[src/design/sbn_pkg.sv]
package sbn_pkg;

    typedef enum logic [2:0] {
        PH_PORT   = 3'd0,
        PH_RCLOCK = 3'd1,
        PH_INFO   = 3'd2,
        PH_NEG2M  = 3'd3,
        PH_NEG1M  = 3'd4,
        PH_RUN    = 3'd5,
        PH_HEALTH = 3'd6
    } t_phase;

    typedef enum logic [1:0] {
        OUT_PENDING = 2'd0,
        OUT_SUCCESS = 2'd1,
        OUT_FAILED  = 2'd2
    } t_outcome;

    typedef enum logic [2:0] {
        ACT_RC        = 3'd0,
        ACT_PING      = 3'd1,
        ACT_PROPOSE   = 3'd2,
        ACT_SWITCH    = 3'd3,
        ACT_RESETBAUD = 3'd4,
        ACT_INFO      = 3'd5,
        ACT_FALLBACK  = 3'd6
    } t_action;

    typedef enum logic [1:0] {
        KIND_STEP     = 2'd0,
        KIND_RESPONSE = 2'd1,
        KIND_DEVINFO  = 2'd2,
        KIND_PING     = 2'd3
    } t_kind;

    typedef enum logic [1:0] {
        REG_PING_GAP   = 2'd0,
        REG_NEG_TMO    = 2'd1,
        REG_PROP_GAP   = 2'd2,
        REG_LIVE_TMO   = 2'd3
    } t_reg_idx;

    localparam int CFG_W     = 24;
    localparam int PING_GAP_W = 20;
    localparam logic [PING_GAP_W-1:0] PING_GAP_RST = 20'd20000;
    localparam logic [CFG_W-1:0]      NEG_TMO_RST  = 24'd1500000;
    localparam logic [CFG_W-1:0]      PROP_GAP_RST = 24'd500000;
    localparam logic [CFG_W-1:0]      LIVE_TMO_RST = 24'd500000;

    // one queue entry: the one or two results of an accepted item
    typedef struct packed {
        logic    two;
        t_action act0;
        logic    baud0;
        t_action act1;
        logic    baud1;
        t_phase  phase;
    } t_entry;

endpackage

[src/design/serial_link_bringup_negotiator.sv]
// Bring-up negotiator for a radio-control serial link. Each input beat is a
// timestamped event (tuser = kind: step tick, speed response, device info,
// device ping); the block steps through RC lock, device-info wait, 2M and
// then 1M baud negotiation, running and health check, and sends zero, one or
// two action beats per event, the final one flagged by tlast. Every action
// beat carries the phase reached after its event. Rate: one input beat is
// taken per cycle while the two-entry result queue has room; the output
// serializer sends one action beat per cycle while the sink is ready, and
// an event with two actions holds its queue entry until both are sent.
// Events that make no action never occupy the queue. Configuration writes
// take effect on the next cycle and must be made while no results are
// pending. No clearing pass after reset.
module serial_link_bringup_negotiator
    import sbn_pkg::*;
(
    input  logic              i_clk,
    input  logic              i_rst_n,
    input  logic              i_cfg_we,
    input  logic [1:0]        i_cfg_idx,
    input  logic [CFG_W-1:0]  i_cfg_data,
    input  logic              s_axis_tvalid,
    output logic              s_axis_tready,
    // [31:0] now_us, [32] rx_active, [33] response_ok, [41:34] major_version
    input  logic [47:0]       s_axis_tdata,
    // [1:0] kind
    input  logic [1:0]        s_axis_tuser,
    output logic              m_axis_tvalid,
    input  logic              m_axis_tready,
    // [2:0] action, [3] baud_choice, [6:4] link_phase
    output logic [7:0]        m_axis_tdata,
    output logic              m_axis_tlast
);

    logic   push, pop, full, q_valid;
    t_entry push_entry, head_entry;
    logic [2:0] out_action, out_phase;
    logic   out_baud;

    // front: event decode, phase state and timers
    sbn_front u_front (
        .i_clk      (i_clk),
        .i_rst_n    (i_rst_n),
        .i_cfg_we   (i_cfg_we),
        .i_cfg_idx  (i_cfg_idx),
        .i_cfg_data (i_cfg_data),
        .i_valid    (s_axis_tvalid),
        .o_ready    (s_axis_tready),
        .i_kind     (s_axis_tuser),
        .i_now      (s_axis_tdata[31:0]),
        .i_rx       (s_axis_tdata[32]),
        .i_ok       (s_axis_tdata[33]),
        .i_major    (s_axis_tdata[41:34]),
        .i_full     (full),
        .o_push     (push),
        .o_entry    (push_entry)
    );

    sbn_queue u_queue (
        .i_clk   (i_clk),
        .i_rst_n (i_rst_n),
        .i_push  (push),
        .i_entry (push_entry),
        .i_pop   (pop),
        .o_full  (full),
        .o_valid (q_valid),
        .o_entry (head_entry)
    );

    // back: one action beat per cycle while the sink is ready
    sbn_back u_back (
        .i_clk    (i_clk),
        .i_rst_n  (i_rst_n),
        .i_valid  (q_valid),
        .i_entry  (head_entry),
        .o_pop    (pop),
        .o_valid  (m_axis_tvalid),
        .i_ready  (m_axis_tready),
        .o_action (out_action),
        .o_baud   (out_baud),
        .o_phase  (out_phase),
        .o_last   (m_axis_tlast)
    );

    assign m_axis_tdata = {1'b0, out_phase, out_baud, out_action};

    // a full queue always has a result to show
    a_full_shows: assert property (@(posedge i_clk) disable iff (!i_rst_n)
        !s_axis_tready |-> m_axis_tvalid)
        else $error("queue full with no output beat");

    // the second result of an event follows the first
    a_second_beat: assert property (@(posedge i_clk) disable iff (!i_rst_n)
        (m_axis_tvalid && m_axis_tready && !m_axis_tlast) |=> m_axis_tvalid)
        else $error("second action beat lost");

    // baud choice only on propose and switch
    a_baud_use: assert property (@(posedge i_clk) disable iff (!i_rst_n)
        (m_axis_tvalid && m_axis_tdata[3]) |->
            (m_axis_tdata[2:0] == ACT_PROPOSE || m_axis_tdata[2:0] == ACT_SWITCH))
        else $error("baud choice on wrong action");

    // port and unused phase codes are never reported
    a_phase_range: assert property (@(posedge i_clk) disable iff (!i_rst_n)
        m_axis_tvalid |-> (m_axis_tdata[6:4] != PH_PORT && m_axis_tdata[6:4] != 3'd7))
        else $error("bad link phase");

endmodule

[src/design/sbn_front.sv]
module sbn_front
    import sbn_pkg::*;
(
    input  logic              i_clk,
    input  logic              i_rst_n,
    input  logic              i_cfg_we,
    input  logic [1:0]        i_cfg_idx,
    input  logic [CFG_W-1:0]  i_cfg_data,
    input  logic              i_valid,
    output logic              o_ready,
    input  logic [1:0]        i_kind,
    input  logic [31:0]       i_now,
    input  logic              i_rx,
    input  logic              i_ok,
    input  logic [7:0]        i_major,
    input  logic              i_full,
    output logic              o_push,
    output t_entry            o_entry
);

    logic [PING_GAP_W-1:0] r_ping_gap;
    logic [CFG_W-1:0]      r_neg_tmo;
    logic [CFG_W-1:0]      r_prop_gap;
    logic [CFG_W-1:0]      r_live_tmo;

    t_phase   r_phase, n_phase;
    logic     r_target, n_target;
    t_outcome r_outcome, n_outcome;
    logic [31:0] r_neg_start, n_neg_start;
    logic [31:0] r_last_prop, n_last_prop;
    logic [31:0] r_last_ping, n_last_ping;
    logic [31:0] r_live_start, n_live_start;
    logic [7:0]  r_major, n_major;

    logic        accept;
    logic [31:0] start_eff;
    logic        ping_due, neg_expired, prop_due, live_expired;
    logic [1:0]  cnt;
    t_action     act [2];
    logic        baud [2];

    assign o_ready = ~i_full;
    assign accept  = i_valid & ~i_full;

    // independent compares, each one subtract and compare
    assign start_eff    = (r_neg_start == 32'd0) ? i_now : r_neg_start;
    assign ping_due     = (i_now - r_last_ping) >= {12'd0, r_ping_gap};
    assign neg_expired  = (i_now - start_eff) > {8'd0, r_neg_tmo};
    assign prop_due     = (i_now - r_last_prop) > {8'd0, r_prop_gap};
    assign live_expired = (i_now - r_live_start) > {8'd0, r_live_tmo};

    always_comb begin
        n_phase      = r_phase;
        n_target     = r_target;
        n_outcome    = r_outcome;
        n_neg_start  = r_neg_start;
        n_last_prop  = r_last_prop;
        n_last_ping  = r_last_ping;
        n_live_start = r_live_start;
        n_major      = r_major;
        cnt          = 2'd0;
        act[0]       = ACT_RC;
        act[1]       = ACT_RC;
        baud[0]      = 1'b0;
        baud[1]      = 1'b0;
        case (t_kind'(i_kind))
            KIND_STEP: begin
                case (r_phase)
                    PH_RCLOCK: begin
                        act[cnt[0]] = ACT_RC;
                        cnt = cnt + 2'd1;
                        if (i_rx) n_phase = PH_INFO;
                    end
                    PH_INFO: begin
                        if (ping_due) begin
                            n_last_ping = i_now;
                            act[cnt[0]] = ACT_PING;
                            cnt = cnt + 2'd1;
                        end
                        if (r_major != 8'd0 && i_rx) begin
                            n_phase   = PH_NEG2M;
                            n_target  = 1'b0;
                            n_outcome = OUT_PENDING;
                            act[cnt[0]] = ACT_RESETBAUD;
                            cnt = cnt + 2'd1;
                        end
                    end
                    PH_NEG2M, PH_NEG1M: begin
                        if (ping_due) begin
                            n_last_ping = i_now;
                            act[cnt[0]] = ACT_PING;
                            cnt = cnt + 2'd1;
                        end
                        if (r_outcome == OUT_SUCCESS) begin
                            n_phase = PH_RUN;
                        end else begin
                            n_neg_start = start_eff;
                            if (r_outcome == OUT_FAILED || neg_expired) begin
                                if (r_phase == PH_NEG2M) begin
                                    // drop back to 1M negotiation
                                    n_phase     = PH_NEG1M;
                                    n_target    = 1'b1;
                                    n_outcome   = OUT_PENDING;
                                    n_last_prop = 32'd0;
                                    n_neg_start = 32'd0;
                                    act[cnt[0]] = ACT_RESETBAUD;
                                    cnt = cnt + 2'd1;
                                end else begin
                                    n_phase = PH_RUN;
                                    if (r_outcome == OUT_FAILED) begin
                                        act[cnt[0]] = ACT_FALLBACK;
                                        cnt = cnt + 2'd1;
                                    end
                                end
                            end else if (prop_due) begin
                                n_last_prop = i_now;
                                act[cnt[0]]  = ACT_PROPOSE;
                                baud[cnt[0]] = r_target;
                                cnt = cnt + 2'd1;
                            end
                        end
                    end
                    PH_RUN: begin
                        if (!i_rx) begin
                            n_live_start = i_now;
                            n_phase      = PH_HEALTH;
                            n_last_ping  = i_now;
                            act[cnt[0]]  = ACT_PING;
                            cnt = cnt + 2'd1;
                        end
                    end
                    PH_HEALTH: begin
                        if (i_rx) begin
                            n_phase = PH_RUN;
                        end else if (live_expired) begin
                            n_outcome = OUT_PENDING;
                            n_phase   = PH_RCLOCK;
                            act[cnt[0]] = ACT_RESETBAUD;
                            cnt = cnt + 2'd1;
                        end
                    end
                    default: begin
                    end
                endcase
            end
            KIND_RESPONSE: begin
                if (i_ok) begin
                    n_outcome = OUT_SUCCESS;
                    act[0]  = ACT_SWITCH;
                    baud[0] = r_target;
                    cnt = 2'd1;
                end else begin
                    n_outcome = OUT_FAILED;
                end
            end
            KIND_DEVINFO: begin
                n_major = i_major;
            end
            default: begin
                act[0] = ACT_INFO;
                cnt = 2'd1;
            end
        endcase
    end

    assign o_push        = accept & (cnt != 2'd0);
    assign o_entry.two   = cnt[1];
    assign o_entry.act0  = act[0];
    assign o_entry.baud0 = baud[0];
    assign o_entry.act1  = act[1];
    assign o_entry.baud1 = baud[1];
    assign o_entry.phase = n_phase;

    always_ff @(posedge i_clk) begin
        if (!i_rst_n) begin
            r_ping_gap <= PING_GAP_RST;
            r_neg_tmo  <= NEG_TMO_RST;
            r_prop_gap <= PROP_GAP_RST;
            r_live_tmo <= LIVE_TMO_RST;
        end else if (i_cfg_we) begin
            case (t_reg_idx'(i_cfg_idx))
                REG_PING_GAP: r_ping_gap <= i_cfg_data[PING_GAP_W-1:0];
                REG_NEG_TMO:  r_neg_tmo  <= i_cfg_data;
                REG_PROP_GAP: r_prop_gap <= i_cfg_data;
                REG_LIVE_TMO: r_live_tmo <= i_cfg_data;
                default: begin
                end
            endcase
        end
    end

    always_ff @(posedge i_clk) begin
        if (!i_rst_n) begin
            r_phase      <= PH_RCLOCK;
            r_target     <= 1'b0;
            r_outcome    <= OUT_PENDING;
            r_neg_start  <= 32'd0;
            r_last_prop  <= 32'd0;
            r_last_ping  <= 32'd0;
            r_live_start <= 32'd0;
            r_major      <= 8'd0;
        end else if (accept) begin
            r_phase      <= n_phase;
            r_target     <= n_target;
            r_outcome    <= n_outcome;
            r_neg_start  <= n_neg_start;
            r_last_prop  <= n_last_prop;
            r_last_ping  <= n_last_ping;
            r_live_start <= n_live_start;
            r_major      <= n_major;
        end
    end

endmodule

[src/design/sbn_queue.sv]
module sbn_queue
    import sbn_pkg::*;
(
    input  logic   i_clk,
    input  logic   i_rst_n,
    input  logic   i_push,
    input  t_entry i_entry,
    input  logic   i_pop,
    output logic   o_full,
    output logic   o_valid,
    output t_entry o_entry
);

    // two-entry queue
    t_entry     r_mem [2];
    logic       r_wp, r_rp;
    logic [1:0] r_count;

    assign o_full  = r_count[1];
    assign o_valid = (r_count != 2'd0);
    assign o_entry = r_mem[r_rp];

    always_ff @(posedge i_clk) begin
        if (i_push) r_mem[r_wp] <= i_entry;
    end

    always_ff @(posedge i_clk) begin
        if (!i_rst_n) begin
            r_wp    <= 1'b0;
            r_rp    <= 1'b0;
            r_count <= 2'd0;
        end else begin
            if (i_push) r_wp <= ~r_wp;
            if (i_pop)  r_rp <= ~r_rp;
            case ({i_push, i_pop})
                2'b10:   r_count <= r_count + 2'd1;
                2'b01:   r_count <= r_count - 2'd1;
                default: r_count <= r_count;
            endcase
        end
    end

endmodule

[src/design/sbn_back.sv]
module sbn_back
    import sbn_pkg::*;
(
    input  logic   i_clk,
    input  logic   i_rst_n,
    input  logic   i_valid,
    input  t_entry i_entry,
    output logic   o_pop,
    output logic   o_valid,
    input  logic   i_ready,
    output logic [2:0] o_action,
    output logic   o_baud,
    output logic [2:0] o_phase,
    output logic   o_last
);

    // which result of the head entry is on the bus
    logic r_beat;
    logic take;

    assign o_valid  = i_valid;
    assign o_action = r_beat ? i_entry.act1 : i_entry.act0;
    assign o_baud   = r_beat ? i_entry.baud1 : i_entry.baud0;
    assign o_phase  = i_entry.phase;
    assign o_last   = r_beat | ~i_entry.two;
    assign take     = i_valid & i_ready;
    assign o_pop    = take & o_last;

    always_ff @(posedge i_clk) begin
        if (!i_rst_n) begin
            r_beat <= 1'b0;
        end else if (take) begin
            r_beat <= ~o_last;
        end
    end

endmodule
[config.mk]
export PLATFORM = sky130hd
export DESIGN_NAME = serial_link_bringup_negotiator
export DESIGN_NICKNAME = d
export VERILOG_FILES = /design/src/design/sbn_pkg.sv /design/src/design/serial_link_bringup_negotiator.sv /design/src/design/sbn_front.sv /design/src/design/sbn_queue.sv /design/src/design/sbn_back.sv
export SDC_FILE = /design/constraint.sdc
export NUM_CORES = 1
export LEC_CHECK = 0
export BUFFER_PORTS_ARGS = -buffer_cell sky130_fd_sc_hd__buf_2
export CAP_MARGIN = 5
export CORE_MARGIN = 3
export CORE_UTILIZATION = 55
export DETAILED_ROUTE_END_ITERATION = 10
export PLACE_DENSITY = 0.74
export SYNTH_ARGS = -nofsm -noshare
export SYNTH_HDL_FRONTEND = slang
export SYNTH_SLANG_ARGS = --single-unit
[constraint.sdc]
create_clock -name i_clk -period 8.25 [get_ports i_clk]
set_clock_uncertainty 0.15 [all_clocks]
set_input_delay 1.2375 -clock i_clk [delete_from_list [all_inputs] [get_ports i_clk]]
set_output_delay 1.2375 -clock i_clk [all_outputs]
set_load 0.03 [all_outputs]
==> results of run 1 <==
-- registers in the layout, indices dropped and copies added (netlist names), 3 cells and up, named ones only --
signal	flops
u_front.r_last_ping	32
u_front.r_last_prop	32
u_front.r_live_start	32
u_front.r_live_tmo	24
u_front.r_major	8
u_front.r_neg_start	32
u_front.r_neg_tmo	24
u_front.r_phase	3
u_front.r_ping_gap	20
u_front.r_prop_gap	24
u_queue.r_mem	22
-- metal layers --
layer	global-route usage (%)	vias to the layer above	routed length (µm)
met5	0	-	0
met4	10.0	0	1870
met3	3.37	120	4550
met2	48.7	650	26900
met1	40.1	9150	26300
li1	-	9419	-
-- final timing paths --
path	start	endpoint	depth (start not counted)	slack, ns
worst max register to register	u_front.r_neg_start[18]	u_queue.r_count[1]	30	0.42
worst min register to register	u_front.r_major[2]	u_front.r_major[2]	2	0.30
worst min-delay path	u_front.r_major[2]	u_front.r_major[2]	2	0.30
worst max-delay path	u_front.r_neg_start[18]	u_queue.r_count[1]	30	0.42
-- repair_timing --
| action | in CTS | in global routing |
|---|---|---|
| setup endpoints to repair | 0 | 36 |
| buffers inserted | 0 | 0 |
| gates resized for setup | 0 | 5 |
-- power breakdown --
group	switching (mW)	internal, mW	total, mW
sequential	0.0225	1.32	1.34
combinational	0.711	0.448	1.16
clock	0.551	0.795	1.35
total	1.28	2.56	3.85
-- stage by stage --
step                instance area (µm²)  hold slack [ns]
finish                            22000            0.304
global route                      22000            0.322
CTS                               22000            0.306
detailed placement                21000            0.297
global placement                  21000            0.288
floorplan                         20000            0.281
-- layout make-up --
class                      count  area (µm²)  share of cell area, %
timing repair buffer         137         847                   3.85
tap                          461         577                   2.62
sequential                   262        5470                   24.8
multi-input combinational   2010       13200                   60.2
clock inverter                10        86.3                  0.392
inverter                     231         870                   3.95
clock buffer                  44         915                   4.16
antenna                        2        5.00                 0.0227
-- worst register-to-register path: cells and delay by family, from the launching register on --
family / cells / cell delay, ns
flops: 1 / 0.33
simple gates: 7 / 1.93
fa+ha+maj: 3 / 0.86
xor+xnor: 1 / 0.15
buf+inv: 1 / 0.19
compound gates: 18 / 4.13
-- cells in the final DEF, fill, tap and decap left out, drive strengths merged, types with 6 or more instances in the layout --
| master | Yosys | final |
|---|---|---|
| nand2 | 357 | 357 |
| a21oi | 320 | 320 |
| dfxtp | 240 | 240 |
| inv | 231 | 232 |
| ha | 223 | 223 |
| nor2 | 177 | 177 |
| buf | 22 | 137 |
| o21ai | 123 | 123 |
| nor3 | 62 | 62 |
| a21o | 59 | 59 |
| xnor2 | 57 | 57 |
| o211ai | 51 | 51 |
| mux2i | 45 | 45 |
| clkbuf | 101 | 44 |
| nand3 | 43 | 43 |
| nand4 | 41 | 41 |
| xor2 | 39 | 39 |
| o21a | 33 | 33 |
| a22o | 32 | 32 |
| a211oi | 29 | 29 |
| o21bai | 26 | 26 |
| a31oi | 25 | 25 |
| nor2b | 23 | 23 |
| nand2b | 22 | 22 |
| edfxtp | 22 | 22 |
| nor4 | 22 | 22 |
| o31ai | 16 | 16 |
| and2 | 15 | 15 |
| and3 | 14 | 14 |
| nand3b | 9 | 9 |
| a21boi | 9 | 9 |
| or3 | 9 | 9 |
| a211o | 8 | 8 |
| or2 | 8 | 8 |
| nor3b | 8 | 8 |
| o2bb2ai | 7 | 7 |
| o22ai | 6 | 6 |
| mux2 | 6 | 6 |
-- cells by family after synthesis --
kind of cell               share of synthesized area [%]
and+or+nand+nor                                     19.1
AOI/OAI and AO/OA                                   25.3
buffers and inverters                               6.87
DFF                                                 27.3
adders and majority gates                           14.2
xor gates and xnor gates                            4.20
muxes                                               2.92
other                                             0.0187
==> out/summary.txt, run 1 <==
Syn_area_per_cell: 7.63 µm²
Synth cell count leaders: 357 x nand2_1, 320 x a21oi_1, 240 x dfxtp_1
Final min period: 7.83 ns
WL/cell: 18.9 µm
Power Density: 175 mW/mm²
CP max stage delay: 0.69 ns
Max frequency: 0.128 GHz
Drt first pass iters: 7
Antenna violations before repair: 2
Number of global-route vias before repair: 18,200
Syn. warnings: 0
Crit path buffers/inverters: 1
Place WS: 0.0838 ns
CTS tree: done
Post-synthesis sequential area ratio: 27.3%
Gr ovfl total: 0
Filler cell count: 3,288
Row count: 69
Worst-Skew Late Latency: 0.57 ns
Setup TNS after final layout: 0 ns
Worst setup EP type: register
Die Height: 197 µm
H-Tree Depth: 1
IO Pins: 92
Hold/Removal Path Class: register to register
Crit Path Max Fanout: 6
Synth Instances: 2,626
# placed instances: 3,101
Slew headroom: 17.6%
Gr usage total: 29.4%
Post-layout worst setup margin: 0.420 ns
Leading area contributor after synthesis: dfxtp_1
Largest net degree at the start of global routing: 95
Synth top area share: 24.0%
Worst IR drop on VDD: 0.000137 V
Asr flop ratio synth: 0%
CP arrival: 8.16 ns
Share of cells above drive strength 1: 8.46%
Netlist Area Pre-Place: 0.0200 mm²
CORE AREA: 0.0357 mm²
First-pass GRT wire length: 93,000 µm
Worst-path clk slew: 0.06 ns
Leak: 8.90 nW
Via count: 19,300
Root Buffer: clkbuf_16
DRT iter0 DRCs: 1,463
Slew @ Worst Pin: 1.24 ns
Area growth from synthesis to layout: 9.80%
Run status: finished, final reports clean
Worst path top cell family by delay: compound AO/OA/AOI/OAI gates
Syn_nets: 2,933
Initial Util: 56.1%
Total power: 3.85 mW
# setup viols final: 0
Number of enable flip-flop cells after synthesis: 22
RSZ-0062 raised after global routing: no
Die Wd: 197 µm
Util after Layout: 61.6%
CTS max path bufs: 3
Remaining DRCs: 0
RePlAce Congestion: 0.970
Main area contributors after synthesis: dfxtp_1 24%, ha_1 14%, a21oi_1 8.0%, nand2_1 6.7%, inv_1 4.3%
Post-detail-place hpwl: 46,000 µm
Final wirelength: 59,700 µm
Period utilization: 94.9%
Final Max Slew Viols: 0
Max-capacitance violation count: 0
Number of CTS-inserted buffers: 30
Top-count cell post-synth: nand2_1
Final std cells w/o fill: 3,157
Die ar.: 0.0388 mm²
Endpoints failing hold: 0
Via/cell ratio: 6.13
Post-DRT Antenna Nets: 0
Type of origin of the critical path: register
Synth cell types: 89
CP Class: register to register
Register bit total from synthesis: 262
Fin nets: 2,979
Most used DFF post-synth: dfxtp_1
Clk sinks: 262
CP required: 8.58 ns
CP max stage cell: a41oi_1
Post-CTS Hold Fix Bufs: 0
IO buf count: 84
No activity file was read; power rests on OpenSTA's default activity.
==> run 2, diff against run 1 <==
--- a/config.mk
+++ b/config.mk
@@ -7,10 +7,12 @@
 export LEC_CHECK = 0
 export BUFFER_PORTS_ARGS = -buffer_cell sky130_fd_sc_hd__buf_2
 export CAP_MARGIN = 5
+export CELL_PAD_IN_SITES_DETAIL_PLACEMENT = 1
+export CELL_PAD_IN_SITES_GLOBAL_PLACEMENT = 1
 export CORE_MARGIN = 3
-export CORE_UTILIZATION = 55
+export CORE_UTILIZATION = 47
 export DETAILED_ROUTE_END_ITERATION = 10
-export PLACE_DENSITY = 0.74
+export PLACE_DENSITY = 0.82
 export SYNTH_ARGS = -nofsm -noshare
 export SYNTH_HDL_FRONTEND = slang
 export SYNTH_SLANG_ARGS = --single-unit
==> run 2 against run 1 <==
Against the previous run:
- maximum frequency barely moved
- sequential share of layout area fell by 0.12 points
- worst hold slack worse by 0.00097 ns
- via count increased by 1.1%
- count of clock-buffer cells in the layout down 7
- global-route usage decreased by 0.091 points
- cell area increased by 0.48%
- final cell count grew 2.4%
- critical path type unchanged
==> out/summary.txt, run 2 (same netlist as run 1, synthesis figures left out) <==
Post-DRT Antenna Nets: 0 (unchanged)
Power Density: 181 mW/mm² (+3.7%)
Via count: 19,500 (+1.1%)
Root Buffer: clkbuf_16
Depth of the most critical reg-to-reg path: 32 (+6.7%)
Endpoints failing hold: 0 (unchanged)
First-pass GRT wire length: 107,000 µm (+15%)
CP required: 8.59 ns (about the same)
Fin nets: 2,974 (-0.17%)
Die Wd: 212 µm (+7.9%)
Final min period: 7.83 ns (+0.000981 ns)
Worst setup EP type: register
Gr usage total: 29.3% (-0.091 points)
Gr ovfl total: 0 (unchanged)
Switching power: 1.36 mW (+5.8%)
CP Class: register to register
Number of global-route vias before repair: 20,200 (+11%)
FF/Latch Area: 0.00547 mm² (unchanged)
Worst-path clk slew: 0.06 ns (about the same)
Worst-Skew Late Latency: 0.58 ns (about the same)
RSZ-0062 raised after global routing: no
Remaining DRCs: 0 (unchanged)
Leak: 8.88 nW (-0.20%)
Final wirelength: 68,000 µm (+14%)
Clock power share: 36.7% (+1.7 points)
WL/cell: 21.0 µm (+11%)
Via/cell ratio: 6.05 (-1.3%)
Share of cells above drive strength 1: 8.18% (-0.29 points)
Number of CTS-inserted buffers: 31 (+3.3%)
Row count: 75 (+8.7%)
Sw Ratio: 33.9% (+0.53 points)
Hold slack: 0.303 ns (-0.000970 ns)
Max-capacitance violation count: 0 (unchanged)
CORE AREA: 0.0420 mm² (+18%)
Place WS: -0.0224 ns (-0.106 ns)
Post-detail-place hpwl: 52,600 µm (+14%)
Most frequent cells in the layout: 355 x nand2_1, 320 x a21oi_1, 240 x dfxtp_1
CP arrival: 8.18 ns (+0.02 ns)
# setup viols final: 0 (unchanged)
Final Max Slew Viols: 0 (unchanged)
Reg power frac: 33.5% (-1.4 points)
Die ar.: 0.0451 mm² (+16%)
Filler cell count: 5,222 (+59%)
DRT iter0 DRCs: 1,399 (-4.4%)
Largest net degree at the start of global routing: 88 (-7.4%)
Hold/Removal Path Class: register to register
Die Height: 212 µm (+7.9%)
H-Tree Depth: 1 (unchanged)
CTS tree: done
Post-route cell area: 0.0221 mm² (+0.48%)
Slew headroom: 19.1% (+1.5 points)
Crit Path Max Fanout: 32 (+26)
Slew @ Worst Pin: 1.21 ns (-0.0223 ns)
IO buf count: 84 (unchanged)
Period utilization: 94.9% (about the same)
Initial Util: 47.7% (-8.4 points)
Multi-input gate area: 0.0132 mm² (about the same)
WHS Path Cells: 2 (unchanged)
Antenna violations before repair: 2 (unchanged)
Area growth from synthesis to layout: 10.3%
CTS max path bufs: 3 (unchanged)
Clk sinks: 262 (unchanged)
Placement Cell Area: 0.0210 mm² (+0.14%)
Post-CTS Hold Fix Bufs: 0 (unchanged)
Worst IR drop on VDD: 0.000178 V (+30%)
Logic pwr share: 29.9% (-0.2 points)
Post-layout worst setup margin: 0.419 ns (-0.000981 ns)
Int Power: 2.65 mW (+3.3%)
Commonest non-fill, non-tap cell in the layout: nand2_1
Run status: finished, final reports clean
Drt first pass iters: 5 (-2)
CP max stage delay: 0.44 ns (-0.25 ns)
RePlAce Congestion: 0.952 (-1.9%)
Max frequency: 0.128 GHz (about the same)
IO Pins: 92 (unchanged)
Type of origin of the critical path: register
Top cell by count, worst path: a21oi_1
CP max stage cell: or4_1
run 2: power groups by stage:
stage / registers (mW) / logic [mW] / clock network (mW)
2_1_floorplan: 1.36 / 0.816 / 0
3_3_place_gp: 1.37 / 1.11 / 0
3_5_place_dp: 1.37 / 1.17 / 0
4_1_cts: 1.34 / 1.18 / 1.49
5_1_grt: 1.34 / 1.32 / 1.55
6_report: 1.34 / 1.20 / 1.47
run 2: area by class of cell:
cell class | instances | share of cell area (%)
repair buffers | 131 | 3.53
flip-flops and latches | 262 | 24.7
multi-input cells | 2010 | 59.9
clock inverters | 20 | 1.22
clock buffers | 37 | 3.61
well taps | 539 | 3.05
inverters | 231 | 3.95
diodes | 3 | 0.0340
run 2: through the flow:
stage                     std cells  util (%)  power [mW]  TNS (ns)
after floorplan                2626         -        2.17         0
after global placement         3173      50.0        2.48         0
after detailed placement       3173      50.0        2.54   -0.0224
after CTS                      3230      52.5        4.01         0
after global routing           3232      52.6        4.22         0
final                          3233      52.6        4.01         0
run 2: final timing paths:
path	slack, ns	startpoint	to
max	0.42	u_front.r_neg_start[15]	u_queue.r_count[1]
min	0.30	u_front.r_live_start[8]	u_front.r_live_start[8]
max reg2reg	0.42	u_front.r_neg_start[15]	u_queue.r_count[1]
min reg2reg	0.30	u_front.r_live_start[8]	u_front.r_live_start[8]
run 2: per-layer routing:
metal	routed length (µm)	share of wire (%)	up-vias	track usage, %
met1	31100	46	9606	38.9
li1	-	-	9401	-
met2	31700	47	422	50.1
met3	3070	4.5	119	2.76
met5	0	0	-	0
met4	2160	3.2	0	10.1
run 2: repair_timing:
action                                  in CTS  in global routing
endpoints found under the setup margin       0                 28
resized for setup                            0                  6
setup buffers                                0                  0
run 2: worst max-delay path, delay by kind of cell (launching register included):
family	cells	cell delay, ns
simple gates	7	1.66
buf+inv	3	0.69
fa+ha+maj	3	0.91
xor+xnor	1	0.14
flops	1	0.33
compound gates	18	3.86
==> run 3, diff against run 2 <==
--- a/config.mk
+++ b/config.mk
@@ -12,7 +12,7 @@
 export CORE_MARGIN = 3
 export CORE_UTILIZATION = 47
 export DETAILED_ROUTE_END_ITERATION = 10
-export PLACE_DENSITY = 0.82
+export PLACE_DENSITY = 0.8
 export SYNTH_ARGS = -nofsm -noshare
 export SYNTH_HDL_FRONTEND = slang
 export SYNTH_SLANG_ARGS = --single-unit
==> run 3 against run 2 <==
Against the previous run:
- die area stayed put
- setup slack better by 0.018 ns
- count of clock-buffer cells in the layout is 4 higher
==> out/summary.txt, run 3 (same netlist as run 1, synthesis figures left out) <==
Slew headroom: 18.2% (-0.84 points)
CP required: 8.53 ns (-0.06 ns)
Endpoints failing hold: 0 (unchanged)
Worst path top cell family by delay: compound AO/OA/AOI/OAI gates
RePlAce Congestion: 0.974 (+2.3%)
Most frequent cells in the layout: 355 x nand2_1, 320 x a21oi_1, 240 x dfxtp_1
Hold slack: 0.302 ns (-0.000828 ns)
Hold/Removal Path Class: register to register
CP max stage delay: 0.93 ns (+0.49 ns)
Share of cells above drive strength 1: 8.56% (+0.38 points)
Type of origin of the critical path: input port
Crit Path Max Fanout: 7 (-78%)
Setup TNS after final layout: 0 ns (unchanged)
Leak: 8.92 nW (+0.43%)
CTS max path bufs: 3 (unchanged)
H-Tree Depth: 1 (unchanged)
DRT iter0 DRCs: 1,420 (+1.5%)
Post-CTS Hold Fix Bufs: 0 (unchanged)
Gr ovfl total: 0 (unchanged)
Largest net degree at the start of global routing: 100 (+14%)
Period utilization: 94.7% (-0.21 points)
Crit path buffers/inverters: 3 (unchanged)
Final min period: 7.81 ns (-0.0176 ns)
Number of CTS-inserted buffers: 31 (unchanged)
Die ar.: 0.0451 mm² (unchanged)
Post-route cell area: 0.0221 mm² (+0.15%)
# placed instances: 3,182 (+0.28%)
Max-capacitance violation count: 0 (unchanged)
Initial Util: 47.7% (unchanged)
CP arrival: 8.09 ns (-0.09 ns)
Post-DRT Antenna Nets: 0 (unchanged)
Power Density: 179 mW/mm² (-1.2%)
Remaining DRCs: 0 (unchanged)
Commonest non-fill, non-tap cell in the layout: nand2_1
Fin nets: 2,984 (+0.34%)
Worst setup EP type: register
Register-to-register path setup slack: 0.48 ns (+0.06 ns)
Via count: 19,600 (+0.087%)
Antenna violations before repair: 1 (-1)
CORE AREA: 0.0420 mm² (unchanged)
Slew @ Worst Pin: 1.23 ns (+0.0126 ns)
Number of global-route vias before repair: 19,900 (-1.6%)
Run status: finished, final reports clean
WL/cell: 21.0 µm (-0.15%)
IO buf count: 84 (unchanged)
CP Class: input port to register
Final wirelength: 68,100 µm (about the same)
CP max stage cell: o31ai_1
Area growth from synthesis to layout: 10.5%
Filler cell count: 5,264 (+0.80%)
Row count: 75 (unchanged)
Final Max Slew Viols: 0 (unchanged)
Final std cells w/o fill: 3,240 (+0.22%)
Worst-Skew Late Latency: 0.58 ns (about the same)
Root Buffer: clkbuf_16
IO Pins: 92 (unchanged)
CTS tree: done
Die Height: 212 µm (unchanged)
Gr usage total: 29.2% (-0.11 points)
Placement Cell Area: 0.0211 mm² (+0.32%)
# setup viols final: 0 (unchanged)
Max frequency: 0.128 GHz (+0.23%)
Via/cell ratio: 6.04 (-0.13%)
Drt first pass iters: 5 (unchanged)
Worst-path clk slew: 0.06 ns (about the same)
Worst IR drop on VDD: 0.000141 V (-21%)
Post-detail-place hpwl: 52,700 µm (+0.16%)
Die Wd: 212 µm (unchanged)
Clk sinks: 262 (unchanged)
First-pass GRT wire length: 106,000 µm (-0.58%)
==> run 3: cell count changes in the layout (fill, tap and decap cells not counted), moves of 2 or more <==
cell,previous run,this run
nor4_2,1,3
clkinv_4,2,0
buf_4,46,57
clkinv_1,2,0
diode_2,3,1
bufinv_16,6,4
clkbuf_8,0,3
nor4_1,21,19
==> run 3: cell type report <==
cell class	instances	area, µm²	area share [%]
multi-input combinational	2010	13200	59.8
sequential	262	5470	24.7
inverter	231	872	3.94
timing repair buffer	141	848	3.83
clock buffer	41	843	3.81
tap	539	674	3.05
clock inverter	15	188	0.848
antenna	1	2.50	0.0113
==> run 3: tightest hold or removal path, delay by kind of cell, from the launching register on <==
family,cells,cell delay (ns)
AND/OR/NAND/NOR,1,0.05
AO/OA/AOI/OAI,1,0.05
flip-flops,1,0.30
==> run 3: what timing repair did <==
action                     CTS  global route
gates resized for setup      0             6
setup buffers                0             1
setup endpoints to repair    0            26
==> run 3: worst paths after layout <==
path / start / endpoint / cells after the start
setup / recovery: s_axis_tdata[2] / u_queue.r_count[1] / 27
hold reg to reg: u_front.r_major[1] / u_front.r_major[1] / 2
setup reg to reg: u_front.r_neg_start[15] / u_queue.r_count[1] / 32
hold / removal: u_front.r_major[1] / u_front.r_major[1] / 2
==> run 3: report_power, final <==
part	internal [mW]	switching [mW]
sequential	1.32	0.0230
clock	0.840	0.577
combinational	0.456	0.749
==> run 3: per-stage QoR <==
step	util [%]	worst slack [ns]	total power [mW]
after floorplan	-	0.660	2.17
after global placement	50.1	0.112	2.49
after detailed placement	50.1	0.0911	2.55
after CTS	52.6	0.209	3.97
after global routing	52.7	-0.0112	4.17
final	52.7	0.436	3.96
==> run 3: per-layer routing <==
layer  GRT usage (%)  share of wire, %  wire (µm)  up-vias
met5               0                 0          0        -
met4            8.58               2.9       1950        0
met3            2.29               4.3       2900      113
met2            49.6                46      31500      412
met1            39.9                47      31700     9634
li1                -                 -          -     9406
